File: config.mk
export PLATFORM = sky130hd
export DESIGN_NAME = chist_front
export DESIGN_NICKNAME = d
export VERILOG_FILES = /design/src/design/chist_pkg.sv /design/src/design/chist_front.sv
export SDC_FILE = /design/constraint.sdc
export NUM_CORES = 1
export LEC_CHECK = 0
export ABC_AREA = 1
export BUFFER_PORTS_ARGS = -buffer_cell sky130_fd_sc_hd__buf_2
export CORE_AREA = 2 2 152 154
export CTS_CLUSTER_DIAMETER = 50
export DETAILED_ROUTE_END_ITERATION = 8
export DIE_AREA = 0 0 154 156
export MAX_ROUTING_LAYER = met4
export PLACE_DENSITY = 0.54
export SLEW_MARGIN = 20
export SYNTH_ARGS = -nofsm -noshare
export SYNTH_HDL_FRONTEND = slang
export SYNTH_SLANG_ARGS = --single-unit
export TNS_END_PERCENT = 10
File: constraint.sdc
create_clock -name i_clk -period 5.7 [get_ports i_clk]
set_clock_uncertainty 0.1 [all_clocks]
set_input_delay 0.855 -clock i_clk [delete_from_list [all_inputs] [get_ports i_clk]]
set_output_delay 0.855 -clock i_clk [all_outputs]
set_load 0.005 [all_outputs]
File: src/design/chist_pkg.sv
package chist_pkg;

    localparam int PIX_W     = 8;
    localparam int BIN_SHIFT = 5;
    localparam int BIN_W     = PIX_W - BIN_SHIFT;
    localparam int OUT_BINS  = 8;
    localparam int COUNT_W   = 11;
    localparam int TOTAL_W   = 21;
    localparam int WIDTH_W   = 11;

    localparam logic [WIDTH_W-1:0] WIDTH_RESET = WIDTH_W'(640);
    localparam logic [COUNT_W-1:0] COUNT_MAX   = {COUNT_W{1'b1}};
    localparam logic [TOTAL_W-1:0] TOTAL_MAX   = {TOTAL_W{1'b1}};

    typedef logic [COUNT_W-1:0] t_count;
    typedef logic [TOTAL_W-1:0] t_total;
    typedef logic [PIX_W-1:0]   t_pixel;
    typedef logic [BIN_W-1:0]   t_bin;

    // per-pixel control handed from the row tracker to the update stage
    typedef struct packed {
        logic first_row;
    } t_pix_flags;

endpackage

File: src/design/chist_front.sv
module chist_front
    import chist_pkg::*;
#(
    parameter int NUM_BINS  = 8,
    parameter int MAX_WIDTH = 1024
) (
    input  logic                              i_clk,
    input  logic                              i_rst_n,
    input  logic                              i_accept,
    input  t_pixel                            i_pixel_value,
    input  logic                              i_frame_start,
    input  logic [WIDTH_W-1:0]                i_image_width,
    output logic [$clog2(MAX_WIDTH)-1:0]      o_col,
    output logic [NUM_BINS-1:0][COUNT_W-1:0]  o_counts,
    output t_pix_flags                        o_flags
);

    localparam int COL_W = $clog2(MAX_WIDTH);
    localparam int CMP_W = (COL_W + 1 > WIDTH_W) ? COL_W + 1 : WIDTH_W;

    logic [COL_W-1:0]                 r_col;
    logic                             r_first_row;
    logic [NUM_BINS-1:0][COUNT_W-1:0] r_counts;

    logic [NUM_BINS-1:0][COUNT_W-1:0] base_counts;
    logic [CMP_W-1:0]                 width_eff;
    logic [CMP_W-1:0]                 col_next;
    logic                             row_end;
    t_bin                             bin;

    assign bin = i_pixel_value[PIX_W-1:BIN_SHIFT];

    always_comb begin
        width_eff = CMP_W'(i_image_width);
        if (i_image_width == '0) begin
            width_eff = CMP_W'(1);
        end else if (CMP_W'(i_image_width) > CMP_W'(MAX_WIDTH)) begin
            width_eff = CMP_W'(MAX_WIDTH);
        end
    end

    assign o_col             = i_frame_start ? '0 : r_col;
    assign o_flags.first_row = i_frame_start | r_first_row;
    assign base_counts       = i_frame_start ? '0 : r_counts;

    always_comb begin
        for (int b = 0; b < NUM_BINS; b++) begin
            o_counts[b] = base_counts[b];
            if (bin == BIN_W'(b) && base_counts[b] != COUNT_MAX) begin
                o_counts[b] = base_counts[b] + COUNT_W'(1);
            end
        end
    end

    assign col_next = CMP_W'(o_col) + CMP_W'(1);
    assign row_end  = col_next >= width_eff;

    always_ff @(posedge i_clk) begin
        if (!i_rst_n) begin
            r_col       <= '0;
            r_first_row <= 1'b1;
            r_counts    <= '0;
        end else if (i_accept) begin
            if (row_end) begin
                r_col       <= '0;
                r_first_row <= 1'b0;
                r_counts    <= '0;
            end else begin
                r_col       <= col_next[COL_W-1:0];
                r_first_row <= o_flags.first_row;
                r_counts    <= o_counts;
            end
        end
    end

endmodule

Word level (Yosys, flattened, before mapping) --
Index checks and enable logic that the tools add are counted.
Storage, ports and cells: bits in registers 99, input port bits 23, output and inout port bits 99, word-level logic and storage cells 62
Operators by class: add/subtract/negate cells 9, $lt $le $gt $ge 2, equal/unequal tests 15, multiplexer cells 15, bitwise gates (word level) 1, reduce and logical (&&, ||, !) cells 10
Operator list (count):
- $mux 88 | 2
- $mux 11 | 10
- $add 11x1->11 const B | 8
- $ne 11x11->1 const B | 8
- $mux 10 | 2
- $eq 3x3->1 const B | 4
- $add 10x1->11 const B | 1
- $ge 11x11->1 | 1
- $gt 11x11->1 const B | 1
- $logic_not 11->1 | 1
- $logic_and 1x1->1 | 8
- $eq 3x2->1 const B | 2
- $eq 3x1->1 const B | 1
- $logic_not 3->1 | 1
- $mux 1 | 1
- $or 1x1->1 | 1

Logic depth before layout (Yosys ltp) --
depth after elaboration 5, mapped depth 22, depth with buffers taken out 18

Worst setup path after synthesis --
OpenSTA, ideal clock, no wires.
path type input-to-reg, start point input port i_frame_start, end point register r_counts[55] in the netlist's numbering, setup time 0.070 ns, arrival 3.384 ns, data required time 5.530 ns, setup slack 2.145 ns, stages on the path 20, path buffers 5, path through buf_6 > buf_6 > buf_6 > nor2_4 > ha_1 > inv_1 > nor2_1 > nand2_1 > xor2_1 > ha_1 > inv_1 > nor2_1 > nand2_1 > a21boi_0 > nand3_1 > inv_2 > buf_4 > buf_2 > nand2_1 > a21oi_1
On the way: elaborated cells between the ends (all ways) 9, classes of those cells 2 x add/sub; 1 x order compare; 1 x eq/ne; 4 x mux; 1 x reduce/logical
RTL lines:
- start, declared | RTL line chist_front.sv:11 | input logic i_frame_start,
- $mux 10 | RTL line chist_front.sv:42 | assign o_col = i_frame_start ? '0 : r_col;
- net o_col[0] | RTL line chist_front.sv:13 | output logic [$clog2(MAX_WIDTH)-1:0] o_col,
- $add 10x1->11 | RTL line chist_front.sv:55 | assign col_next = CMP_W'(o_col) + CMP_W'(1);
- $ge 11x11->1 | RTL line chist_front.sv:56 | assign row_end = col_next >= width_eff;
- $mux 88 | RTL line chist_front.sv:64 | if (row_end) begin
- end signal, assigned | RTL line chist_front.sv:71 | r_counts <= o_counts;
- end, declared | RTL line chist_front.sv:23 | logic [NUM_BINS-1:0][COUNT_W-1:0] r_counts;
The timed path passes the listed nets, and every way through them passes these cells. A chain may end at the register's enable or synchronous reset.

==> out/metrics.csv <==
metric,value,unit
global-route wire length before repair,34900,um
CP top delay family,buffers and inverters,
Slew HR,32.6,%
status,completed,
fin crit share,78.2,%
drt drc,0,
sw frac,27.2,%
Final #Nets,1473,
share of power burned in registers,47.6,%
worst r2r src,r_col[0],
CP Launch Type,input pin,
number of filler cells placed in the layout,2504,
Skew-Pair Late Insertion Delay,0.36,ns
Detailed Route WL,21500,um
vias post-DR,7946,
worst vdd ir,0.0000900,V
Post-synth EDFFs,0,
RSZ-0062 raised after global routing,false,
layout cells sized above 1,13.4,%
Syn Inst Count,1345,
final hold vios,0,
CTS tree,done,
drt first pass iters,5,
slowest cell delay on critical path,0.66,ns
IO buf count,116,
setup TNS,0,ns
slowest cell on the critical path,buf_2,
hold_sp,r_counts[79],
total die area,24000,um2
H-Tree Depth,3,
Pleak,0.00429,uW
Post-CTS Setup Bufs,0,
clk buf depth,2,
DIE WIDTH,154,um
Area growth syn-to-layout,12.9,%
Final GP Congestion,0.870,
Tot GR Track Use,18.2,%
cell internal pwr,1070,uW
Combinational Power Share,9.6,%
post-route ant nets,0,
Yosys warnings,0,
Final Setup Violations,0,
Pins Over Slew Limit,0,
number of global-route vias before repair,7113,
"Distinct cells, synth",32,
clock slew at reported path FFs,0.07,ns
pwr dens,169,nW/um2
FP Rows,55,
critical path launch point,i_frame_start,
initial DRC count,372,
CTS root buffer,clkbuf_16,
sequential-to-total area share from yosys stat,25.8,%
Core ar.,22400,um2
Mean Syn Cell Area,5.71,um2
Die Ht,156,um
WL/cell,12.5,um
largest net degree at the start of global routing,68,
Initial Util,34.4,%
Post-Syn Nets,1388,
clock share of power,42.8,%
post-layout minimum cycle time,4.46,ns
fraction of registers with async set or reset after synthesis,0,%
IO Pins,122,
Post-CTS Hold Buffers,0,
Synth Flop Type,dfxtp_1,
Synth Register Bits,99,
f_max,224,MHz
Mapped Area,7690,um2
Critical Path RT,4.74,ns
Worst Setup Path Type,input pin to output pin,
Maximum Capacitance Violations,0,
Post-DP HPWL,15000,um
Worst-Margin Slew,1.01,ns
final setup margin,1.24,ns
"critical path fanouts, max",28,
Min Hold Slack,0.366,ns
Psw,399,uW
TritonCTS buffer count,9,
Vias/cell,4.61,
global route overflow,0,
CP endpoint kind,output pin,
dpl ws,1.03,ns
Post-CTS Resized,0,
CP bufs+invs,5,
initial antenna violation count,2,
CP cell instances,buf_2 -> buf_4 -> nor2_1 -> ha_1 -> nand4_2 -> inv_2 -> nand3_1 -> nand2_2 -> inv_2 -> nand2_1 -> nand2_1 -> buf_2,
clk sink count,99,
Tot Pwr,1470,uW
Crit path arrival time,3.50,ns
HP Class,register to register,
## worst register-to-register path, cell delays in order, from the launching register on
cell and delay, ns:
dfxtp_1 0.33, inv_1 0.07, nor2_4 0.19, ha_1 0.27, inv_1 0.06, nor2_1 0.17, nand2_1 0.11, xor2_1 0.17
ha_1 0.30, nand2_1 0.05, nor2_1 0.12, nand2_1 0.06, a21oi_1 0.12, nor2_1 0.06, nand3_1 0.16, clkinv_2 0.34
buf_12 0.33, nand2_1 0.12, a21oi_1 0.06
## power by group through the flow
stage	sequential, uW	clock (uW)	combinational, uW
after floorplan	714	0	103
after global routing	699	684	158
after CTS	698	656	144
final	698	629	141
after detailed placement	714	0	144
after global placement	714	0	143
## cell usage after synthesis, types with 7 or more instances
master / number / area share (%)
nand2_1: 596 / 29
inv_1: 139 / 6.8
nor2_1: 114 / 5.6
a21oi_1: 101 / 6.6
dfxtp_1: 99 / 26
nand3_1: 73 / 4.8
xor2_1: 34 / 3.9
clkbuf_1: 20 / 0.98
ha_1: 20 / 3.3
o21ai_0: 20 / 1.3
nand2_2: 18 / 1.5
buf_2: 13 / 0.85
inv_2: 13 / 0.63
nand3b_1: 13 / 1.3
nand4_1: 13 / 1.1
buf_6: 11 / 1.6
nor2_2: 10 / 0.81
nor3_1: 7 / 0.46
## registers in the layout (all words and copies together), names as in the netlist
signal / count
r_col: 10
r_counts: 88
r_first_row: 1
## cells by family (layout without fill, tap and decap cells)
logic type	after synthesis	after routing	share of synthesized area, %
AO/OA/AOI/OAI	124	124	8.17
XOR/XNOR	40	40	4.56
adder cells (fa/ha/maj)	20	20	3.26
AND/OR/NAND/NOR	860	860	46.6
flip-flops	99	99	25.8
other	0	2	0
buffers and inverters	202	292	11.7
## metal layers
layer  GRT usage [%]  vias to the layer above  wire length, um
li1                -                     4330                -
met1            22.8                     3502            10400
met2            30.4                      102            10000
met3            3.61                       12              866
met4            4.05                        0              209
met5               -                        -                0
## through the flow
| step | instance area [um2] | util [%] | instances |
|---|---|---|---|
| after floorplan | 7690 | - | 1345 |
| after global placement | 8380 | 37.5 | 1704 |
| after detailed placement | 8380 | 37.5 | 1704 |
| after CTS | 8670 | 38.8 | 1720 |
| after global routing | 8680 | 38.8 | 1722 |
| final | 8680 | 38.8 | 1722 |
## cell type report
type	count	area, um2	share of cell area [%]
clock inverters	6	66.3	0.764
flip-flops and latches	99	1980	22.8
repair buffers	123	646	7.44
clock buffers	10	229	2.64
inverters	153	584	6.73
well taps	285	357	4.11
diodes	2	5.00	0.0577
multi-input cells	1044	4810	55.4
## worst paths after layout
path,slack (ns),endpoint,depth (start not counted)
worst max-delay path,1.24,o_counts[10],12
worst max register to register,2.35,r_counts[42],18
worst min-delay path,0.37,r_counts[79],2
worst min register to register,0.37,r_counts[79],2
## cell usage in the layout (no fill, tap or decap), drive strengths merged
master	instances
a21boi	1
a21oi	101
and3	1
buf	123
bufinv	1
clkbuf	10
clkinv	4
clkinvlp	3
dfxtp	99
diode	2
ha	20
inv	151
nand2	614
nand3	77
nand3b	13
nand4	15
nor2	129
nor3	7
nor4	2
o211ai	1
o21a	1
o21ai	20
or2	2
xnor2	6
xor2	34
(Power assumes the default switching activity.)
