`src/design/chist_pkg.sv`:
```
package chist_pkg;

    localparam int PIX_W     = 8;
    localparam int BIN_SHIFT = 5;
    localparam int BIN_W     = PIX_W - BIN_SHIFT;
    localparam int OUT_BINS  = 8;
    localparam int COUNT_W   = 11;
    localparam int TOTAL_W   = 21;
    localparam int WIDTH_W   = 11;

    localparam logic [WIDTH_W-1:0] WIDTH_RESET = WIDTH_W'(640);
    localparam logic [COUNT_W-1:0] COUNT_MAX   = {COUNT_W{1'b1}};
    localparam logic [TOTAL_W-1:0] TOTAL_MAX   = {TOTAL_W{1'b1}};

    typedef logic [COUNT_W-1:0] t_count;
    typedef logic [TOTAL_W-1:0] t_total;
    typedef logic [PIX_W-1:0]   t_pixel;
    typedef logic [BIN_W-1:0]   t_bin;

    // per-pixel control handed from the row tracker to the update stage
    typedef struct packed {
        logic first_row;
    } t_pix_flags;

endpackage

```
`src/design/chist_update.sv`:
```
module chist_update
    import chist_pkg::*;
#(
    parameter int NUM_BINS  = 8,
    parameter int MAX_WIDTH = 1024
) (
    input  logic                              i_clk,
    input  logic                              i_rst_n,
    input  logic                              i_accept,
    input  logic [$clog2(MAX_WIDTH)-1:0]      i_col,
    input  logic [NUM_BINS-1:0][COUNT_W-1:0]  i_counts,
    input  t_pix_flags                        i_flags,
    input  logic [NUM_BINS-1:0][TOTAL_W-1:0]  i_rd_data,
    input  logic                              i_out_stall,
    output logic                              o_in_stall,
    output logic                              o_wr_en,
    output logic [$clog2(MAX_WIDTH)-1:0]      o_wr_addr,
    output logic [NUM_BINS-1:0][TOTAL_W-1:0]  o_wr_data,
    output logic                              o_out_valid,
    output logic [NUM_BINS-1:0][TOTAL_W-1:0]  o_totals
);

    localparam int COL_W = $clog2(MAX_WIDTH);

    logic                             r_s1_valid;
    logic [COL_W-1:0]                 r_s1_col;
    logic [NUM_BINS-1:0][COUNT_W-1:0] r_s1_counts;
    logic                             r_s1_first;
    logic                             r_s1_fwd;
    logic [NUM_BINS-1:0][TOTAL_W-1:0] r_fwd_data;
    logic                             r_out_valid;
    logic [NUM_BINS-1:0][TOTAL_W-1:0] r_out_data;

    logic                             s1_adv;
    logic [NUM_BINS-1:0][TOTAL_W-1:0] above;
    logic [NUM_BINS-1:0][TOTAL_W-1:0] totals;
    logic [TOTAL_W:0]                 sum;

    assign s1_adv     = r_s1_valid && (!r_out_valid || !i_out_stall);
    assign o_in_stall = r_s1_valid && !s1_adv;

    always_comb begin
        sum = '0;
        for (int b = 0; b < NUM_BINS; b++) begin
            if (r_s1_first) begin
                above[b] = '0;
            end else if (r_s1_fwd) begin
                above[b] = r_fwd_data[b];
            end else begin
                above[b] = i_rd_data[b];
            end
            sum       = {1'b0, above[b]} + (TOTAL_W + 1)'(r_s1_counts[b]);
            totals[b] = sum[TOTAL_W] ? TOTAL_MAX : sum[TOTAL_W-1:0];
        end
    end

    assign o_wr_en   = s1_adv;
    assign o_wr_addr = r_s1_col;
    assign o_wr_data = totals;

    always_ff @(posedge i_clk) begin
        if (!i_rst_n) begin
            r_s1_valid  <= 1'b0;
            r_out_valid <= 1'b0;
        end else begin
            if (i_accept) begin
                r_s1_valid <= 1'b1;
            end else if (s1_adv) begin
                r_s1_valid <= 1'b0;
            end
            if (s1_adv) begin
                r_out_valid <= 1'b1;
            end else if (!i_out_stall) begin
                r_out_valid <= 1'b0;
            end
        end
    end

    // the line memory read misses a write-back to the same column in the same cycle
    always_ff @(posedge i_clk) begin
        if (i_accept) begin
            r_s1_col    <= i_col;
            r_s1_counts <= i_counts;
            r_s1_first  <= i_flags.first_row;
            r_s1_fwd    <= s1_adv && (r_s1_col == i_col);
            r_fwd_data  <= totals;
        end
        if (s1_adv) begin
            r_out_data <= totals;
        end
    end

    assign o_out_valid = r_out_valid;
    assign o_totals    = r_out_data;

    a_wr_fills_out: assert property (@(posedge i_clk) disable iff (!i_rst_n)
        o_wr_en |=> r_out_valid)
        else $error("write-back without a result in the output register");

    a_held_stage: assert property (@(posedge i_clk) disable iff (!i_rst_n)
        r_s1_valid && !s1_adv |=> r_s1_valid && $stable(r_s1_col))
        else $error("held update stage lost its pixel");

    a_fwd_source: assert property (@(posedge i_clk) disable iff (!i_rst_n)
        $past(i_accept) && r_s1_fwd |-> $past(o_wr_en) && $past(o_wr_addr) == r_s1_col)
        else $error("forwarded data does not come from a write to the same column");

endmodule

```
`config.mk`:
```
export PLATFORM = sky130hd
export DESIGN_NAME = chist_update
export DESIGN_NICKNAME = d
export VERILOG_FILES = /design/src/design/chist_pkg.sv /design/src/design/chist_update.sv
export SDC_FILE = /design/constraint.sdc
export NUM_CORES = 1
export LEC_CHECK = 0
export ABC_AREA = 1
export BUFFER_PORTS_ARGS = -buffer_cell sky130_fd_sc_hd__buf_2
export CAP_MARGIN = 20
export CELL_PAD_IN_SITES_DETAIL_PLACEMENT = 0
export CELL_PAD_IN_SITES_GLOBAL_PLACEMENT = 1
export CORE_MARGIN = 2
export CORE_UTILIZATION = 40
export CTS_BUF_LIST = sky130_fd_sc_hd__clkbuf_8 sky130_fd_sc_hd__clkbuf_16
export DETAILED_ROUTE_END_ITERATION = 10
export PLACE_DENSITY_LB_ADDON = 0.1
export RECOVER_POWER = 100
export SETUP_SLACK_MARGIN = 0.4
export SLEW_MARGIN = 30
export SYNTH_ARGS = -nofsm -noshare
export SYNTH_HDL_FRONTEND = slang
export SYNTH_SLANG_ARGS = --single-unit
```
`constraint.sdc`:
```
create_clock -name i_clk -period 16.7 [get_ports i_clk]
set_input_delay 2.505 -clock i_clk [delete_from_list [all_inputs] [get_ports i_clk]]
set_output_delay 2.505 -clock i_clk [all_outputs]
set_load 0.05 [all_outputs]
```
* Yosys cells after proc, flatten, opt, wreduce, memory -nomap -nowiden
Index checks and enable logic that the tools add are counted.
Word-level totals: register bits after elaboration 438, output and inout port bits 349, input bits 271, logic and storage cells 75
Cells by class: multiplexer cells 28, add/sub/neg operators 8, reduce and logical (&&, ||, !) cells 8, equality and inequality tests 2
Operators by type and width (count):
- 2-to-1 mux 21 bit | 24
- adder 21 x 11 -> 22 bit | 8
- equality test 10 bit | 1
- 2-to-1 mux 1 bit | 4
- logical AND 1 bit | 3
- logical NOT 1 bit | 3
- != test 2 x 1 -> 1 bit (second input constant) | 1
- nonzero test 2 bit | 1
- logical OR 1 bit | 1

* Longest topological paths before layout
depth after elaboration 5, gate-level depth with buffers 22, depth with buffers taken out 16

* Worst setup path before layout
OpenSTA, ideal clock, no wires.
path type input to output, start input port i_out_stall, end output port o_wr_en, arrival time 11328 ps, stages on the path 1, buffers on the path 0, path slack 2867 ps, required time 14195 ps, cells stage by stage a21oi_1
On the way: word-level cells in the longest chain between the ends 3
RTL lines:
- start: declaration | RTL line chist_update.sv:14 | input logic i_out_stall,
- logical NOT 1 bit
- logical OR 1 bit | RTL line chist_update.sv:39 | assign s1_adv = r_s1_valid && (!r_out_valid || !i_out_stall);
- logical AND 1 bit | RTL line chist_update.sv:39
- end: declaration | RTL line chist_update.sv:16 | output logic o_wr_en,
No other way between the ends.

==> impl_metrics.env <==
export IMPL_intPower_w=0.00225
export IMPL_n_fill_cell=6240
export IMPL_final_min_clock_period_ns=11.39
export IMPL_reg2reg_to="r_fwd_data[39]"
export IMPL_final_period_utilization_pct=68.2
export IMPL_path_clk_slew_ns=0.06
export IMPL_synth_xor_area_share_pct=1.95
export IMPL_hold_path_class="register to register"
export IMPL_cts_setup_buffers=0
export IMPL_worstPathRequired_ns=14.20
export IMPL_synth_compound_area_share_pct=3.52
export IMPL_r2r_start="r_s1_fwd"
export IMPL_grt_pass1_vias=21100
export IMPL_p_leak_nw=13.6
export IMPL_drtAntennaViolNets=0
export IMPL_numPortBuffers=619
export IMPL_cts_sinks=438
export IMPL_io_pins=620
export IMPL_drv_cap=9
export IMPL_grt_overflow=0
export IMPL_clockPowerShare_pct=31.4
export IMPL_yosys_area_share_adder_pct=5.09
export IMPL_die_w_um=253
export IMPL_seq_area_frac_synth_pct=53.0
export IMPL_synth_top_family_by_area="simple AND/OR/NAND/NOR gates"
export IMPL_insertion_delay_ns=0.61
export IMPL_globalplace_congestion=0.888
export IMPL_cts_resized=0
export IMPL_r2r_slack_ns=8.49
export IMPL_layout_commonest_cell="nand2_1"
export IMPL_path_max_fanout=149
export IMPL_p_sw_w=0.00133
export IMPL_r2r_cells=17
export IMPL_ir_drop_v=0.0000740
export IMPL_utilization_pct=48.0
export IMPL_worstHoldPathCells=2
export IMPL_grt_max_degree=150
export IMPL_violations="capacitance limit, slew limit"
export IMPL_finalHoldViolations=0
export IMPL_syn_nets=3242
export IMPL_numCtsBuffers=50
export IMPL_synth_cells=2875
export IMPL_antenna_found_initial=26
export IMPL_synth_area_per_cell_um2=8.61
export IMPL_vias=21400
export IMPL_yosys_area_share_simple_pct=28.3
export IMPL_drcViolationCount=0
export IMPL_hold_path_end="o_out_valid"
export IMPL_synth_cell_type_count=36
export IMPL_wire_per_inst_um=18.0
export IMPL_hold_buffers=0
export IMPL_hold_start="o_out_valid"
export IMPL_cp_start_kind="register"
export IMPL_cts_root_buf="clkbuf_16"
export IMPL_multi_input_area_mm2=0.00945
export IMPL_worst_clock_skew_ns=0.0302
export IMPL_cts_tree="yes"
export IMPL_viasPerCell=4.93
export IMPL_p_comb_share_pct=29.5
export IMPL_routed_wl_mm=78.1
export IMPL_rsz0062_at_grt="no"
export IMPL_synth_seq_cells=438
export IMPL_first_iter_violations=1286
export IMPL_drive_above_1_share_pct=11.0
export IMPL_die_area_mm2=0.0639
export IMPL_worst_pin_slew_ns=5.08
export IMPL_setup_viol=0
export IMPL_synthMuxAreaShare_pct=0
export IMPL_synthesis_area_mm2=0.0248
export IMPL_p_seq_share_pct=39.1
export IMPL_outcome="finished, violations left"
export IMPL_power_density_mw_per_mm2=121
export IMPL_hpwl_mm=58.1
export IMPL_htreeDepth=2
export IMPL_row_count=91
export IMPL_slew_headroom_pct=-239
export IMPL_setup_worst_path_end_class="output pin"
export IMPL_first_pass_iters=5
export IMPL_grt_pass1_wl_mm=118
export IMPL_timing_setup_tns_ns=0
export IMPL_fmax_mhz=87.8
export IMPL_yosys_warnings=0
export IMPL_grt_usage_pct=23.9
export IMPL_crit_type="register to output pin"
export IMPL_maxSlewViolCount=564
export IMPL_start_util_pct=40.3
export IMPL_layout_common_cells="nand2_1 (846), edfxtp_1 (436), nor2_1 (411)"
export IMPL_worstPathArrival_ns=8.88
export IMPL_final_nets=3855
export IMPL_swShare_pct=37.1
export IMPL_synthToLayoutAreaGrowth_pct=19.2
export IMPL_cts_max_path_buffers=3
export IMPL_core_mm2=0.0615
export IMPL_die_h_um=253
export IMPL_seq_area_mm2=0.0131
## per-stage QoR
| stage | power, W | std cells | setup slack, ns | area, µm² | hold slack [ns] |
|---|---|---|---|---|---|
| floorplan | 0.00222 | 2875 | 2.87 | 24800 | 0.464 |
| detailed placement | 0.00252 | 4226 | 8.76 | 28500 | 0.577 |
| finish | 0.00359 | 4329 | 5.31 | 29500 | 0.589 |
| global route | 0.00375 | 4325 | 4.39 | 29500 | 0.623 |
| CTS | 0.00365 | 4316 | 8.06 | 30200 | 0.585 |
| global placement | 0.00251 | 4226 | 8.85 | 28500 | 0.522 |
## sequential cells by signal (all words and copies together), names as in the netlist
| register | cells |
|---|---|
| o_totals | 168 |
| r_fwd_data | 168 |
| r_s1_counts | 88 |
| o_wr_addr | 10 |
| o_out_valid | 1 |
| r_s1_first | 1 |
| r_s1_fwd | 1 |
| r_s1_valid | 1 |
## routing by layer
metal  part of all wire [%]  track usage, %  vias up
met5                   0.21               0        -
met4                    2.2            6.64       24
met3                    6.3            4.91      115
met2                     49            42.0      600
met1                     42            29.6    10000
li1                       -               -    10600
## worst max-delay path: stages, from the launching register on
cell and delay (ns):
edfxtp_1 0.41, buf_12 0.26, inv_6 0.37, clkbuf_1 2.27, clkbuf_1 2.17, nor2_1 0.04, nor2_1 0.21, ha_1 0.25
inv_1 0.08, o21ai_0 0.37, nand2_1 0.14, nand2_1 0.11, nand2_1 0.49, nand3_1 0.46, clkbuf_1 0.51
## logic make-up (layout without fill, tap and decap cells)
| logic type | Yosys count | in the layout |
|---|---|---|
| AO/OA/AOI/OAI | 165 | 165 |
| flip-flops | 438 | 438 |
| XOR/XNOR | 55 | 55 |
| other | 0 | 13 |
| buffers and inverters | 477 | 1128 |
| AND/OR/NAND/NOR | 1644 | 1644 |
| adder cells (fa/ha/maj) | 96 | 96 |
## final cells by class
type,count,area share [%]
Multi-Input combinational cell,1960,32.0
Clock buffer,50,4.24
Timing Repair Buffer,632,9.22
Tap cell,790,3.35
Clock inverter,40,1.39
Sequential cell,438,44.5
Antenna cell,13,0.110
Inverter,406,5.20
## synthesized netlist by cell type, drive strengths merged
cell type	count	share of area, %
a21boi	1	0.030
a21o	1	0.030
a21oi	45	0.91
a221oi	1	0.035
a31oi	8	0.20
and2	7	0.18
buf	47	1.6
clkbuf	24	0.36
clkinv	1	0.020
dfxtp	2	0.16
edfxtp	436	53
fa	8	0.65
ha	88	4.4
inv	405	6.1
nand2	847	13
nand3	271	6.2
nand3b	11	0.33
nand4	46	1.2
nor2	423	6.5
nor3	13	0.26
nor4	1	0.025
o211ai	4	0.12
o21a	1	0.030
o21ai	104	2.2
or2	25	0.63
xnor2	7	0.25
xor2	48	1.7
## power by group through the flow
stage	Clock [W]	Combinational [W]	Sequential, W
after global placement	0	0.00109	0.00142
after global routing	0.00119	0.00115	0.00141
final	0.00112	0.00106	0.00140
after CTS	0.00115	0.00110	0.00140
after floorplan	0	0.000674	0.00155
after detailed placement	0	0.00110	0.00142
## worst max-delay path by stage
stage                        start             end  slack [ns]
CTS                     r_s1_first  o_wr_data[142]        8.06
floorplan              i_out_stall         o_wr_en        2.87
global route              r_s1_fwd   o_wr_data[80]        4.39
finish                    r_s1_fwd   o_wr_data[77]        5.31
detailed placement      r_s1_first  o_wr_data[142]        8.76
global placement    i_rd_data[134]  o_wr_data[142]        8.85
No activity file was read; power rests on OpenSTA's default activity.
